$ cat src/rtl/mahd_pkg.sv
// Package for the MPEG audio frame header decoder.
// Holds the transaction types, status codes and lookup tables.
// No dependencies.
package mahd_pkg;

  localparam logic [2:0] STAT_OK       = 3'd0;
  localparam logic [2:0] STAT_NO_SYNC  = 3'd1;
  localparam logic [2:0] STAT_CORRUPT  = 3'd2;
  localparam logic [2:0] STAT_FREE     = 3'd3;
  localparam logic [2:0] STAT_INCOMPAT = 3'd4;

  localparam logic [1:0] VER_MPEG1     = 2'd3;
  localparam logic [1:0] VER_RESERVED  = 2'd1;
  localparam logic [1:0] LAYER_BITS_RSV = 2'd0;
  localparam logic [1:0] LAYER_II      = 2'd1;
  localparam logic [1:0] MODE_JOINT    = 2'd1;
  localparam logic [1:0] MODE_MONO     = 2'd3;
  localparam logic [1:0] RATE_IDX_RSV  = 2'd3;
  localparam logic [1:0] EMPH_RSV      = 2'd2;
  localparam logic [3:0] BR_IDX_FREE   = 4'd0;
  localparam logic [2:0] ALLOC_LSF     = 3'd4;
  localparam logic [5:0] BOUND_FULL    = 6'd32;

  localparam logic [15:0] MODE_OK_STEREO = 16'h7FD1;
  localparam logic [15:0] MODE_OK_MONO   = 16'h07FF;

  typedef struct packed {
    logic [31:0] header_word;
    logic [31:0] reference_header;
    logic        compare_enable;
  } hdr_in_t;

  typedef struct packed {
    logic [2:0]  status;
    logic [1:0]  version_id;
    logic [1:0]  layer_number;
    logic        crc_present;
    logic [8:0]  bitrate_kbps;
    logic [15:0] sample_rate_hz;
    logic [10:0] samples_per_frame;
    logic        padding_slot;
    logic [1:0]  channel_mode;
    logic [1:0]  mode_extension;
    logic [5:0]  intensity_bound;
    logic [2:0]  alloc_table_index;
  } hdr_out_t;

  localparam logic [8:0] KBPS_V1_L1 [16] = '{9'd0, 9'd32, 9'd64, 9'd96, 9'd128, 9'd160,
    9'd192, 9'd224, 9'd256, 9'd288, 9'd320, 9'd352, 9'd384, 9'd416, 9'd448, 9'd0};
  localparam logic [8:0] KBPS_V1_L2 [16] = '{9'd0, 9'd32, 9'd48, 9'd56, 9'd64, 9'd80,
    9'd96, 9'd112, 9'd128, 9'd160, 9'd192, 9'd224, 9'd256, 9'd320, 9'd384, 9'd0};
  localparam logic [8:0] KBPS_V1_L3 [16] = '{9'd0, 9'd32, 9'd40, 9'd48, 9'd56, 9'd64,
    9'd80, 9'd96, 9'd112, 9'd128, 9'd160, 9'd192, 9'd224, 9'd256, 9'd320, 9'd0};
  localparam logic [8:0] KBPS_V2_L1 [16] = '{9'd0, 9'd32, 9'd48, 9'd56, 9'd64, 9'd80,
    9'd96, 9'd112, 9'd128, 9'd144, 9'd160, 9'd176, 9'd192, 9'd224, 9'd256, 9'd0};
  localparam logic [8:0] KBPS_V2_L23 [16] = '{9'd0, 9'd8, 9'd16, 9'd24, 9'd32, 9'd40,
    9'd48, 9'd56, 9'd64, 9'd80, 9'd96, 9'd112, 9'd128, 9'd144, 9'd160, 9'd0};

  function automatic logic [8:0] kbps_lookup(input logic lsf, input logic [1:0] layer,
                                             input logic [3:0] idx);
    logic [8:0] k;
    k = '0;
    case (layer)
      2'd0:    k = lsf ? KBPS_V2_L1[idx] : KBPS_V1_L1[idx];
      2'd1:    k = lsf ? KBPS_V2_L23[idx] : KBPS_V1_L2[idx];
      2'd2:    k = lsf ? KBPS_V2_L23[idx] : KBPS_V1_L3[idx];
      default: k = '0;
    endcase
    return k;
  endfunction

  function automatic logic [15:0] rate_lookup(input logic [1:0] ver, input logic [1:0] idx);
    logic [15:0] r;
    r = '0;
    case ({ver, idx})
      4'b00_00: r = 16'd11025;
      4'b00_01: r = 16'd12000;
      4'b00_10: r = 16'd8000;
      4'b10_00: r = 16'd22050;
      4'b10_01: r = 16'd24000;
      4'b10_10: r = 16'd16000;
      4'b11_00: r = 16'd44100;
      4'b11_01: r = 16'd48000;
      4'b11_10: r = 16'd32000;
      default:  r = '0;
    endcase
    return r;
  endfunction

  function automatic logic [10:0] spf_lookup(input logic lsf, input logic [1:0] layer);
    logic [10:0] s;
    s = '0;
    case (layer)
      2'd0:    s = 11'd384;
      2'd1:    s = 11'd1152;
      2'd2:    s = lsf ? 11'd576 : 11'd1152;
      default: s = '0;
    endcase
    return s;
  endfunction

  function automatic logic [2:0] alloc_lookup(input logic [8:0] per_chan,
                                              input logic [15:0] rate);
    logic [2:0] a;
    a = '0;
    case (per_chan) inside
      9'd32, 9'd48:                       a = (rate == 16'd32000) ? 3'd3 : 3'd2;
      9'd96, 9'd112, 9'd128, 9'd160, 9'd192: a = (rate == 16'd48000) ? 3'd0 : 3'd1;
      default:                            a = 3'd0;
    endcase
    return a;
  endfunction

endpackage

$ cat src/rtl/mahd_decode.sv
// Header field decode, validity checks and reference compare.
// Combinational; uses mahd_pkg types, codes and tables.
module mahd_decode (
  input  mahd_pkg::hdr_in_t  item,
  output mahd_pkg::hdr_out_t result
);

  logic [31:0] h;
  logic [31:0] r;
  logic        no_sync;
  logic [1:0]  ver;
  logic [1:0]  layer_bits;
  logic [1:0]  layer;
  logic        lsf;
  logic [3:0]  br_idx;
  logic [1:0]  sr_idx;
  logic [1:0]  chmode;
  logic [1:0]  modeext;
  logic [1:0]  emph;
  logic        mono;
  logic [8:0]  kbps;
  logic [8:0]  per_chan;
  logic [15:0] rate;
  logic [15:0] ref_rate;
  logic        mode_bad;
  logic        mismatch;
  logic [2:0]  alloc;

  assign h          = item.header_word;
  assign r          = item.reference_header;
  assign no_sync    = (h[31:24] != 8'hFF) || (h[23:21] != 3'b111) || (h[15:12] == 4'hF);
  assign ver        = h[20:19];
  assign layer_bits = h[18:17];
  assign layer      = 2'd3 - layer_bits;
  assign lsf        = (ver != mahd_pkg::VER_MPEG1);
  assign br_idx     = h[15:12];
  assign sr_idx     = h[11:10];
  assign chmode     = h[7:6];
  assign modeext    = h[5:4];
  assign emph       = h[1:0];
  assign mono       = (chmode == mahd_pkg::MODE_MONO);
  assign kbps       = mahd_pkg::kbps_lookup(lsf, layer, br_idx);
  assign per_chan   = mono ? kbps : {1'b0, kbps[8:1]};
  assign rate       = mahd_pkg::rate_lookup(ver, sr_idx);
  assign ref_rate   = mahd_pkg::rate_lookup(r[20:19], r[11:10]);
  assign mode_bad   = (layer == mahd_pkg::LAYER_II) && !lsf &&
                      !(mono ? mahd_pkg::MODE_OK_MONO[br_idx]
                             : mahd_pkg::MODE_OK_STEREO[br_idx]);
  assign mismatch   = (r[20:19] != ver) || (r[18:17] != layer_bits) || (ref_rate != rate) ||
                      ((r[7:6] == mahd_pkg::MODE_MONO) != mono) || (r[1:0] != emph);

  always_comb begin
    alloc = '0;
    if (layer == mahd_pkg::LAYER_II) begin
      alloc = lsf ? mahd_pkg::ALLOC_LSF : mahd_pkg::alloc_lookup(per_chan, rate);
    end
  end

  always_comb begin
    result = '0;
    if (no_sync) begin
      result.status = mahd_pkg::STAT_NO_SYNC;
    end else if (ver == mahd_pkg::VER_RESERVED || layer_bits == mahd_pkg::LAYER_BITS_RSV) begin
      result.status = mahd_pkg::STAT_CORRUPT;
    end else if (br_idx == mahd_pkg::BR_IDX_FREE) begin
      result.status = mahd_pkg::STAT_FREE;
    end else if (sr_idx == mahd_pkg::RATE_IDX_RSV || emph == mahd_pkg::EMPH_RSV || mode_bad) begin
      result.status = mahd_pkg::STAT_CORRUPT;
    end else begin
      result.status            = (item.compare_enable && mismatch) ? mahd_pkg::STAT_INCOMPAT
                                                                   : mahd_pkg::STAT_OK;
      result.version_id        = ver;
      result.layer_number      = layer;
      result.crc_present       = ~h[16];
      result.bitrate_kbps      = kbps;
      result.sample_rate_hz    = rate;
      result.samples_per_frame = mahd_pkg::spf_lookup(lsf, layer);
      result.padding_slot      = h[9];
      result.channel_mode      = chmode;
      result.mode_extension    = modeext;
      result.intensity_bound   = (chmode == mahd_pkg::MODE_JOINT)
                                 ? (6'd4 + {2'b00, modeext, 2'b00}) : mahd_pkg::BOUND_FULL;
      result.alloc_table_index = alloc;
    end
  end

endmodule

$ cat src/rtl/mpeg_audio_header_decode_top.sv
// Top level of the MPEG audio frame header decoder.
// Input register, mahd_decode, result register; uses mahd_pkg.
//
// Usage: drive item (header word, reference header, compare enable) and
// raise start; the transaction is taken at the clock edge where start is
// high and busy is low. busy is high only while rst is asserted, so a new
// header can be taken on every cycle, e.g. one candidate per cycle while
// scanning a byte stream.
// The accepted item is captured in the input register, decoded
// combinationally by mahd_decode and then captured in the result
// register, where done rises with it.
// Throughput: one transaction per cycle, set by the single decode stage.
// Every accepted transaction gives exactly one result, in order.
// done is a one-cycle strobe; the receiver cannot stall and must take the
// result in that cycle.
// Reset: synchronous, active high; clears both valid flags so no result
// is produced for anything in flight.
module mpeg_audio_header_decode_top (
  input  logic               clk,
  input  logic               rst,
  input  logic               start,
  output logic               busy,
  input  mahd_pkg::hdr_in_t  item,
  output logic               done,
  output mahd_pkg::hdr_out_t result
);

  logic               valid_s1;
  mahd_pkg::hdr_in_t  item_s1;
  mahd_pkg::hdr_out_t dec_out;

  assign busy = rst;

  always_ff @(posedge clk) begin
    if (rst) begin
      valid_s1 <= 1'b0;
      done     <= 1'b0;
    end else begin
      valid_s1 <= start && !busy;
      done     <= valid_s1;
    end
  end

  always_ff @(posedge clk) begin
    item_s1 <= item;
    result  <= dec_out;
  end

  mahd_decode u_decode (
    .item   (item_s1),
    .result (dec_out)
  );

  a_latency : assert property (@(posedge clk) disable iff (rst)
    (start && !busy) |-> ##2 done)
    else $error("accepted transaction produced no result");

  a_status_range : assert property (@(posedge clk) disable iff (rst)
    done |-> (result.status <= mahd_pkg::STAT_INCOMPAT))
    else $error("status code out of range");

  a_fail_clear : assert property (@(posedge clk) disable iff (rst)
    (done && (result.status == mahd_pkg::STAT_NO_SYNC ||
              result.status == mahd_pkg::STAT_CORRUPT ||
              result.status == mahd_pkg::STAT_FREE))
    |-> (result.sample_rate_hz == '0 && result.bitrate_kbps == '0 &&
         result.samples_per_frame == '0 && result.intensity_bound == '0))
    else $error("failed header carries decoded fields");

  a_good_full : assert property (@(posedge clk) disable iff (rst)
    (done && (result.status == mahd_pkg::STAT_OK ||
              result.status == mahd_pkg::STAT_INCOMPAT))
    |-> (result.sample_rate_hz != '0 && result.bitrate_kbps != '0 &&
         result.samples_per_frame != '0 && result.intensity_bound >= 6'd4))
    else $error("valid header missing decoded fields");

endmodule
$ cat config.mk
export PLATFORM = sky130hd
export DESIGN_NAME = mpeg_audio_header_decode_top
export DESIGN_NICKNAME = d
export VERILOG_FILES = /design/src/rtl/mahd_pkg.sv /design/src/rtl/mahd_decode.sv /design/src/rtl/mpeg_audio_header_decode_top.sv
export SDC_FILE = /design/constraint.sdc
export NUM_CORES = 1
export LEC_CHECK = 0
export BUFFER_PORTS_ARGS = -buffer_cell sky130_fd_sc_hd__buf_2
export CAP_MARGIN = 15
export CORE_ASPECT_RATIO = 2
export CORE_MARGIN = 1
export CORE_UTILIZATION = 48
export CTS_BUF_LIST = sky130_fd_sc_hd__clkbuf_8
export DETAILED_ROUTE_END_ITERATION = 8
export PLACE_DENSITY = 0.88
export SETUP_SLACK_MARGIN = 0.15
export SYNTH_ARGS = -nofsm -noshare
export SYNTH_HDL_FRONTEND = slang
export SYNTH_SLANG_ARGS = --single-unit
$ cat constraint.sdc
create_clock -name clk -period 2.6 [get_ports clk]
set_clock_uncertainty 0.1 [all_clocks]
set_input_delay 0.13 -clock clk [delete_from_list [all_inputs] [get_ports clk]]
set_output_delay 0.13 -clock clk [all_outputs]
set_load 0.03 [all_outputs]
After elaboration in Yosys (flattened, before gate mapping)
Memories as Yosys holds them, arrays and structs flattened. A register that Yosys moved wholly into a read port is not among the register bits.
Cells that the tools add are included.
W data, S select, Z words.
- muxes and demuxes: 30
- bitwise logic cells: 4
- reduce and logical (&&, ||, !) cells: 25
- add/sub/neg operators: 2
- order comparisons: 2
- equality and inequality tests: 26
- operators by type and width (kind ; count):
    $mux W9 ; 14
    $pmux W11 S3 ; 1
    $eq A9 B8 Y1 const B ; 3
    $pmux W9 S3 ; 1
    $eq A9 B6 Y1 const B ; 2
    $eq A9 B7 Y1 const B ; 2
    $eq A16 B15 Y1 const B ; 1
    $eq A16 B16 Y1 const B ; 1
    $ne A16 B16 Y1 ; 1
    $reduce_or A5 Y1 ; 3
    $mux W3 ; 4
    $mux W11 ; 1
    $eq A2 B2 Y1 const B ; 5
    $logic_or A1 B1 Y1 ; 9
    $ne A8 B8 Y1 const B ; 1
    $eq A2 B1 Y1 const B ; 3
    $mux W2 ; 3
    $mux W6 ; 1
    $ne A2 B2 Y1 ; 3
    $reduce_or A6 Y1 ; 1
    $add A3 B4 Y5 const A ; 1
    $ge A5 B5 Y1 const B ; 1
    $lt A4 B5 Y1 const B ; 1
    $mux W1 ; 5
    other kinds (13) ; 21
- flip-flop bits (word level): 114
- memory bits (read-only): 1232
- word-level logic and storage cells: 118
- memories kept: 9
- memory list (name ; words ; bits a word ; rd ports ; clocked after memory_dff ; write ports ; line ; source):
    (no name shown) ; 16 ; 15 ; 1 ; 1 ; 0 ; mahd_pkg.sv:75 ; case ({ver, idx})
    (no name shown) ; 16 ; 15 ; 1 ; 1 ; 0 ; mahd_pkg.sv:75 ;
    (no name shown) ; 16 ; 9 ; 1 ; 0 ; 0 ; mahd_pkg.sv:64 ; 2'd0: k = lsf ? KBPS_V2_L1[idx] : KBPS_V1_L1[idx];
    (no name shown) ; 16 ; 9 ; 1 ; 0 ; 0 ; mahd_pkg.sv:66 ; 2'd2: k = lsf ? KBPS_V2_L23[idx] : KBPS_V1_L3[idx];
    (no name shown) ; 16 ; 9 ; 1 ; 0 ; 0 ; mahd_pkg.sv:65 ; 2'd1: k = lsf ? KBPS_V2_L23[idx] : KBPS_V1_L2[idx];
    (no name shown) ; 16 ; 9 ; 1 ; 0 ; 0 ; mahd_pkg.sv:65 ;
    +3 memories ; n/a ; n/a ; n/a ; n/a ; n/a ; n/a ;

Depth between registers and ports, before layout
Gate-level depths: netlist of the first run.
- word-level depth: 12
- depth in mapped cells: 10
- mapped depth without buffers: 9

Modules after synthesis
From an unflattened synthesis of the first run, not the netlist that was laid out.
- cell total of the unflattened synthesis: 476
- area total of the unflattened synthesis: 4723.3 um^2
- modules (own cells, without submodules) (module ; instances ; area an instance (um^2) ; cells an instance):
    mpeg_audio_header_decode_top ; 1 ; 2522.4 ; 128
    mahd_decode ; 1 ; 2200.9 ; 348

Worst setup path after synthesis of the first run
Ideal clock, no wire load.
- path type: reg2reg
- start point: reg item_s1[45] (netlist name)
- end point: reg result[0] (netlist name)
- cell stages (with the launch flop): 10
- path buffers: 1
- required time: 2.414 ns
- setup slack: -0.015 ns
- arrival: 2.429 ns
- path through: dfxtp_1 > clkbuf_1 > inv_1 > ha_1 > a221o_1 > a311oi_2 > and2_4 > nand2_2 > a311o_1 > a221oi_2
- longest elaborated chain between the ends: 11
- elaborated cells between the ends (all ways): 36
- those cells by class: eq/ne (8); mux (17); bitwise (1); reduce/logical (5); memory (5)
- ends and longest elaborated chain (what ; line ; source):
    start: declaration ; mpeg_audio_header_decode_top.sv:29 ; mahd_pkg::hdr_in_t item_s1;
    start signal: assignment ; mpeg_audio_header_decode_top.sv:45 ; item_s1 <= item;
    $not A4 Y5 (not written as such) ; mahd_pkg.sv:64, mahd_pkg.sv:65, mahd_pkg.sv:66 ;
    $mem_v2 Z16 W9, on equally long branches ; n/a ;
    $mux W9, on equally long branches (3 in a row) ; mahd_pkg.sv:66, mahd_pkg.sv:64, mahd_pkg.sv:65 ;
    $pmux W9 S3 ; mahd_pkg.sv:63 ; case (layer)
    $mux W9 ; mahd_decode.sv:43 ; assign per_chan = mono ? kbps : {1'b0, kbps[8:1]};
    $eq A9 B8 Y1 or $eq A9 B7 Y1 (tied branches) ; mahd_decode.sv:55 ; alloc = lsf ? mahd_pkg::ALLOC_LSF : mahd_pkg::alloc_lookup(per_chan, rate);
    $reduce_or A5 Y1 ; mahd_pkg.sv:106 ; case (per_chan) inside
    $mux W3 (2 in a row) ; mahd_pkg.sv:106 ;
    end signal: assignment ; mpeg_audio_header_decode_top.sv:46 ; result <= dec_out;
    end: declaration ; mpeg_audio_header_decode_top.sv:25 ; output mahd_pkg::hdr_out_t result
Several ways; a longest one is shown, not always the timed one. The select of a mux whose other input is x is not followed.
A chain may end at the register's enable or synchronous reset.

Worst setup path after layout of the first run
Same ends and word-level chain as after synthesis.

==> flow_summary.yaml, run 1 <==
min_path:
  hold_class: "in2reg"
detailed_routing:
  drtIter0Drc: 270
  route.detailed.drc: 0
  wl_per_cell_um: 16.4
  firstDrtPassIters: 7
  wirelength_um: 11500
  vias_per_cell: 5.44
  num_vias: 3818
  ant_nets: 0
sta:
  timing.final.crit_share_pct: 93.7
  slew_viol_final: 0
  setup-violations-final: 0
  hold_violations: 0
  fin_setup_tns_ps: 0
  max_freq_mhz: 411
  period_needed_ps: 2440
  rsz0062_at_grt: "true"
die:
  die_x_um: 70.2
  rows: 49
  pin_count: 128
  core_mm2: 0.00901
  die_h_um: 138
  initial_utilization_pct: 49.5
  die_area_mm2: 0.00972
global_routing:
  gr-usage-all-layers_pct: 24.4
  grt_overflow_total: 0
  grt_pass1_vias: 3812
  grt_max_degree: 24
  antenna_found_initial: 0
  grt_pass1_wl_um: 18000
yosys:
  yosysSeqAreaShare_pct: 51.1
  post_synth.cell_area_avg_um2: 9.97
  synthCells: 448
  synthesis.area_mm2: 0.00447
  synth_warnings: 0
  ys_seq_elements: 114
  yosys.area.top_type: "dfxtp_1"
  async_reset_ff_share_pct: 0
  ys_top_cells_by_count: "dfxtp_1, nor2_1, and3_1"
  synth.most_common_cell: "dfxtp_1"
  synth-edff-count: 0
  synth_top_area_share_pct: 51.1
  synth_cell_types: 64
  ys.flop_type: "dfxtp_1"
  synth_area_leaders: "dfxtp_1, ha_1, and3_1"
pwr:
  p_leak_nw: 2.77
  p_total_w: 0.00402
  peakVddDrop_mv: 0.377
  pwr_density_cell_mw_per_mm2: 683
critical_path:
  slowest_stage: "nor3_1"
  critPathBufInv: 1
  worstSetupStartpointType: "flip-flop"
  arrival_ps: 2690
  critical-path-top-delay-family: "compound AO/OA/AOI/OAI gates"
  crit_path_end_kind: "flip-flop"
  crit_required_ps: 2850
  crit_path_max_incr_delay_ps: 390
  crit_type: "reg2reg"
  crit_chain: "inv_2, ha_1, nor2_1, a2111oi_4, nor4_1, nor3_1, o31ai_1, a311o_1, a221oi_2"
  critPathMaxFanout: 6
final_layout:
  drive_gt1_share_pct: 27.0
  fin_nets: 671
  final_cells: 702
  antennaDiodeCount: 0
  syn_to_final_growth_pct: 31.7
clock_tree:
  clockRootBuffer: "clkbuf_8"
  clkSinkCount: 114
  clockBufferDepth: 2
  cts_buffers: 17
  cts_tree: "yes"
  post_cts_buffers: 0
  h-tree-depth: 4
  cts.clk_slew.worst_paths_ps: 70
  clk_latency_ps: 440
placed_design:
  dp_hpwl_um: 8160
  port_buffers: 90
  gp_congestion: 1.01
  dp_cells: 628
run:
  cap_viol_max_count: 0
run_status:
  run_status: "complete, no violations"
worst paths after layout:
path,from,endpoint,slack (ps),cells past startpoint
max,item_s1[45],result[0],160,9
min,item[19],item_s1[19],230,2
max reg2reg,item_s1[45],result[0],160,9
min reg2reg,item_s1[49],result[50],290,1
timing repair:
item                                   4_1_cts  5_1_grt
gates resized for setup                      3        6
hold buffers                                43        0
setup endpoints to repair                    2       15
cloned                                       0        0
endpoints found under the hold margin       64        0
registers in the layout, indices dropped and copies added (netlist names), named ones only:
name,flops
result,44
item_s1,38
u_decode.rate,14
u_decode.ref_rate,14
done,1
valid_s1,1
cell usage in the layout (no fill, tap or decap), types with 4 or more instances in the layout:
| cell | netlist | layout |
|---|---|---|
| and3_1 | 28 | 28 |
| nor2_1 | 32 | 32 |
| nand2_1 | 19 | 18 |
| a21boi_0 | 4 | 4 |
| nand4_1 | 7 | 7 |
| and2_1 | 5 | 5 |
| nand2b_1 | 4 | 4 |
| clkbuf_8 | 0 | 19 |
| ha_1 | 15 | 13 |
| nor4_1 | 6 | 6 |
| mux2i_1 | 6 | 6 |
| o21ai_0 | 17 | 17 |
| xor2_1 | 20 | 20 |
| conb_1 | 1 | 12 |
| nor3_1 | 8 | 8 |
| nor2b_1 | 9 | 9 |
| a21oi_1 | 16 | 16 |
| nand2_2 | 3 | 4 |
| inv_1 | 11 | 9 |
| xnor2_1 | 4 | 4 |
| o22ai_1 | 10 | 9 |
| buf_4 | 17 | 16 |
| nand3_1 | 11 | 11 |
| clkinvlp_4 | 0 | 4 |
| buf_2 | 6 | 90 |
| nor3b_1 | 5 | 5 |
| dlygate4sd3_1 | 0 | 43 |
| dfxtp_1 | 114 | 112 |
per-layer routing:
metal	track usage, %	share of wire, %
met1	20.3	32
met2	46.7	55
met3	5.69	4.7
met4	19.3	7.7
met5	0	0
stage by stage:
stage	setup WS [ps]	cell area (um^2)	hold WS [ps]	util [%]
floorplan	161	4510	57.7	-
global placement	113	5000	133	55.5
detailed placement	99.7	5000	134	55.5
CTS	141	5870	201	65.1
global route	40.6	5880	212	65.3
finish	165	5880	226	65.3
cells by family after synthesis:
group           count (synthesis)  share of synthesized area [%]
mux                            10                           2.61
compound gates                 81                           12.8
fa+ha+maj                      15                           4.20
simple gates                  150                           18.4
flops                         114                           51.1
xor+xnor                       24                           4.71
other cells                     1                         0.0840
buf+inv                        53                           6.05
final cells by class:
type                            instances  area, um^2
Fill cell                             708        3130
Tap cell                              102         128
Multi-Input combinational cell        292        1980
Clock inverter                         12         156
Inverter                               13        48.8
Sequential cell                       114        2280
Clock buffer                           19         262
Timing Repair Buffer                  150        1020
where the power goes:
part           switching [W]  internal, W
combinational       0.000233     0.000199
sequential         0.0000572      0.00181
clock               0.000720     0.000995
No activity file was read; power rests on OpenSTA's default activity.
==> run 2: changes to the inputs <==
Settings changed: SETUP_SLACK_MARGIN 0.15 to 0.2.
==> run 2 against run 1 <==
Final area grew 0.38%. Via count grew 2.3%. Routed wire length grew 2.0%. Count of clock-buffer cells in the layout is the same. Critical path depth shrank 2. First-iteration DRC count grew 6.7%. Core utilization grew 0.25 points. Worst setup slack gained 36 ps. Combinational power grew 2%. Clock power shrank 3%. Critical endpoint unchanged.
==> flow_summary.yaml, run 2 (same netlist as run 1, synthesis figures left out) <==
run_status:
  run_status: "complete, no violations"
placed_design:
  post-place-ws_ps: 104
  gp_congestion: 0.972
  dpl_cell_area_mm2: 0.00500
  dp_hpwl_um: 8220
  port_buffers: 90
critical_path:
  crit_chain: "and2_2, o21ai_0, o21ai_0, a311o_1, a311oi_2, a31o_2, a221oi_2"
  slowest_stage: "dfxtp_1"
  crit_required_ps: 2850
  critPathBufInv: 0
  critical-path-top-delay-family: "compound AO/OA/AOI/OAI gates"
  crit_type: "reg2reg"
  crit_path_max_incr_delay_ps: 480
  critPathMaxFanout: 10
  worstSetupStartpointType: "flip-flop"
  arrival_ps: 2650
  cp_common_cell: "o21ai_0"
  crit_path_end_kind: "flip-flop"
die:
  core_mm2: 0.00901
  rows: 49
  die_x_um: 70.2
  die_area_mm2: 0.00972
  die_h_um: 138
  initial_utilization_pct: 49.5
  pin_count: 128
detailed_routing:
  drtIter0Drc: 288
  firstDrtPassIters: 6
  route.detailed.drc: 0
  wl_per_cell_um: 16.7
  wirelength_um: 11800
  num_vias: 3907
  vias_per_cell: 5.54
  ant_nets: 0
clock_tree:
  cts_tree: "yes"
  cts.clk_slew.worst_paths_ps: 70
  clockRootBuffer: "clkbuf_8"
  clk_latency_ps: 440
  cts_buffers: 17
  clockBufferDepth: 2
  h-tree-depth: 4
  clkSinkCount: 114
pwr:
  pwr_density_cell_mw_per_mm2: 673
  p_leak_nw: 2.79
  peakVddDrop_mv: 0.423
global_routing:
  grt_max_degree: 24
  grt_pass1_wl_um: 18100
  grt_pass1_vias: 3789
  grt_overflow_total: 0
  gr-usage-all-layers_pct: 24.4
  antenna_found_initial: 0
sta:
  timing.final.crit_share_pct: 92.3
  fin_setup_tns_ps: 0
  finalWorstSetupSlack_ps: 200
  setup-violations-final: 0
  max_freq_mhz: 417
  hold_violations: 0
  period_needed_ps: 2400
  rsz0062_at_grt: "true"
  slew_viol_final: 0
final_layout:
  finalCoreUtilization_pct: 65.5
  regMostFlops: "result"
  largest_register_ffs: 44
  fin_nets: 675
  final_cell_mix: "dfxtp_1, buf_2, dlygate4sd3_1, nor2_1, and3_1"
  biggestRegsByFlops: "result (44), item_s1 (38)"
  fin_area_mm2: 0.00591
  drive_gt1_share_pct: 27.7
  syn_to_final_growth_pct: 32.2
  final_common_cell: "dfxtp_1"
  antennaDiodeCount: 0
min_path:
  hold_class: "in2reg"
run:
  cap_viol_max_count: 0
[run 2: stage by stage]
stage / power [W] / hold WS (ps) / cells
floorplan: 0.00216 / 57.7 / 459
global placement: 0.00226 / 133 / 629
detailed placement: 0.00228 / 134 / 629
CTS: 0.00396 / 219 / 703
global route: 0.00411 / 233 / 705
finish: 0.00397 / 231 / 705
[run 2: metal layers]
layer	up-vias	share of wire (%)	GRT usage (%)
li1	1828	-	-
met1	1827	33	21.2
met2	194	57	46.5
met3	58	4.6	5.54
met4	0	5.5	17.4
met5	-	0	0
[run 2: where the power goes]
group | internal [W] | switching (W)
sequential | 0.00181 | 0.0000582
clock | 0.000978 | 0.000682
combinational | 0.000203 | 0.000239
total | 0.00299 | 0.000979
[run 2: final cells by class]
cell class	instances	area, um^2
Tap cell	102	128
Inverter	13	48.8
Fill cell	676	3110
Multi-Input combinational cell	292	2000
Clock buffer	19	262
Sequential cell	114	2290
Timing Repair Buffer	154	1040
Clock inverter	11	140
[run 2: worst register-to-register path, delay by kind of cell, from the launching register on]
kind	cells	cell delay [ps]
AOI/OAI and AO/OA	6	1400
and+or+nand+nor	1	340
DFF	1	480
[run 2: worst paths after layout]
path	slack [ps]	cells past startpoint	startpoint	to
worst max-delay path	200	7	item_s1[52]	result[0]
worst min-delay path	230	2	item[58]	item_s1[58]
worst max register to register	200	7	item_s1[52]	result[0]
worst min register to register	300	1	item_s1[49]	result[50]
[run 2: what timing repair did]
item | CTS | global route
gates cloned | 0 | 0
gates resized for setup | 9 | 6
setup endpoints to repair | 3 | 7
hold buffers | 44 | 0
endpoints found under the hold margin | 62 | 0
pin swaps | 0 | 2
setup buffers | 0 | 2
==> run 3: changes to the inputs <==
Clock period 2.6 ns to 2.19 ns, I/O delays scaled along.
==> run 3 against run 2 <==
The run now ends with negative setup slack left. Cell count grew 7.4%. Register-to-register slack lost 490 ps. Count of clock-buffer cells in the layout shrank 2. Final area grew 13%. First-iteration DRC count grew 30%. Hold slack lost 25 ps. Critical path depth grew 1. Critical path type unchanged. Highest routed layer unchanged.
==> flow_summary.yaml, run 3 (same netlist as run 1, synthesis figures left out) <==
clock_tree:
  clockBufferDepth: 2
  h-tree-depth: 4
  cts.clk_slew.worst_paths_ps: 90
  clkSinkCount: 114
  cts_buffers: 17
  clk_latency_ps: 440
  cts_tree: "yes"
  clockRootBuffer: "clkbuf_8"
die:
  pin_count: 128
  die_h_um: 138
  initial_utilization_pct: 49.5
  core_mm2: 0.00901
  die_area_mm2: 0.00972
  rows: 49
  die_x_um: 70.2
global_routing:
  grt_pass1_wl_um: 21900
  grt_overflow_total: 0
  grt_pass1_vias: 4354
  antenna_found_initial: 1
  grt_max_degree: 24
  gr-usage-all-layers_pct: 30.1
sta:
  max_slew_margin_pct: 62.5
  setup-violations-final: 3
  slew_viol_final: 0
  hold_violations: 0
  period_needed_ps: 2480
  rsz0062_at_grt: "true"
  tightest_slew_ps: 562
  timing.final.crit_share_pct: 113
  max_freq_mhz: 404
  finalWorstSetupSlack_ps: -287
  whs_ps: 206
final_layout:
  n_fill_cell: 558
  biggestRegsByFlops: "result (44), item_s1 (38)"
  fin_nets: 725
  final_common_cell: "dfxtp_1"
  drive_gt1_share_pct: 40.1
  final_cell_mix: "dfxtp_1, buf_2, buf_4, dlygate4sd3_1, nor2_1"
  fin_area_mm2: 0.00667
  largest_register_ffs: 44
  syn_to_final_growth_pct: 49.4
  regMostFlops: "result"
placed_design:
  gp_congestion: 0.921
  dp_hpwl_um: 9360
  dpl_cell_area_mm2: 0.00532
  port_buffers: 90
pwr:
  p_leak_nw: 3.04
  pwr_density_cell_mw_per_mm2: 746
  seqPwrFrac_pct: 44.7
  swShare_pct: 27.4
  power_frac_comb_pct: 14.4
  intPower_w: 0.00361
  p_switching_w: 0.00136
  peakVddDrop_mv: 0.751
  p_clk_share_pct: 40.9
critical_path:
  crit_path_end_kind: "flip-flop"
  critical-path-top-delay-family: "compound AO/OA/AOI/OAI gates"
  worstSetupStartpointType: "flip-flop"
  crit_chain: "inv_6, ha_4, mux4_2, a211oi_2, nor3_2, o31ai_1, a311o_1, a221oi_2"
  critPathMaxFanout: 4
  slowest_stage: "mux4_2"
  arrival_ps: 2680
  crit_type: "reg2reg"
  crit_required_ps: 2400
  critPathBufInv: 1
  crit_path_max_incr_delay_ps: 510
detailed_routing:
  ant_nets: 0
  firstDrtPassIters: 6
  wl_per_cell_um: 21.3
  num_vias: 4405
  wirelength_um: 16100
  route.detailed.drc: 0
  vias_per_cell: 5.82
  drtIter0Drc: 373
run_status:
  violations: "negative setup slack"
  run_status: "complete, but fails checks"
run:
  cap_viol_max_count: 0
min_path:
  hold_class: "in2reg"
## run 3: changes by cell type in the layout (fill, tap and decap cells not counted), sizes merged
cell      before  now
nand2         22   23
clkbuf        19   18
buf          110  158
diode          0    1
inv           14   15
clkinvlp       2    4
## run 3: final cells by class
class                           instances  area [um^2]  area share, %
Multi-Input combinational cell        293         2290           34.3
Clock inverter                         14          165           2.48
Sequential cell                       114         2290           34.3
Clock buffer                           17          234           3.51
Antenna cell                            1         2.50         0.0375
Tap cell                              102          128           1.91
Inverter                               13         53.8          0.807
Timing Repair Buffer                  203         1510           22.6
## run 3: per-stage QoR
step / cells / setup WS, ps / TNS, ps / util, % / power, W
after floorplan: 459 / 2.47 / 0 / - / 0.00257
after global placement: 668 / -124 / -229 / 59.1 / 0.00276
after detailed placement: 668 / -139 / -271 / 59.1 / 0.00277
after CTS: 749 / -53.3 / -104 / 70.0 / 0.00484
after global routing: 756 / -425 / -670 / 74.0 / 0.00511
final: 757 / -287 / -464 / 74.0 / 0.00497
## run 3: what timing repair did
| action | in CTS | in global routing |
|---|---|---|
| setup endpoints to repair | 18 | 43 |
| gates cloned | 2 | 3 |
| setup buffers | 4 | 4 |
| endpoints found under the hold margin | 66 | 0 |
| resized for setup | 17 | 62 |
| pin swaps | 11 | 22 |
| hold buffers | 44 | 0 |
## run 3: worst paths after layout
check                            startpoint  slack [ps]  cells past startpoint          end
worst min register to register  item_s1[49]         350                      1   result[50]
worst max register to register  item_s1[45]        -290                      8    result[0]
worst min-delay path               item[59]         210                      2  item_s1[59]
worst max-delay path            item_s1[45]        -290                      8    result[0]
## run 3: worst register-to-register path: stages, from the launching register on
cell,delay [ps]
dfxtp_4,390
inv_6,50
ha_4,230
mux4_2,510
a211oi_2,220
nor3_2,110
o31ai_1,390
a311o_1,290
a221oi_2,50
## run 3: power groups by stage
stage / clock [W] / sequential [W] / combinational (W)
global placement: 0 / 0.00226 / 0.000502
global route: 0.00213 / 0.00223 / 0.000756
finish: 0.00203 / 0.00222 / 0.000717
detailed placement: 0 / 0.00226 / 0.000513
floorplan: 0 / 0.00224 / 0.000330
CTS: 0.00201 / 0.00221 / 0.000623
## run 3: routing by layer
layer / track usage [%] / vias up / wire, um
met4: 26.7 / 0 / 1700
met2: 56.0 / 318 / 8560
met5: 0 / - / 0
li1: - / 1939 / -
met1: 24.8 / 2003 / 4880
met3: 7.51 / 145 / 1010
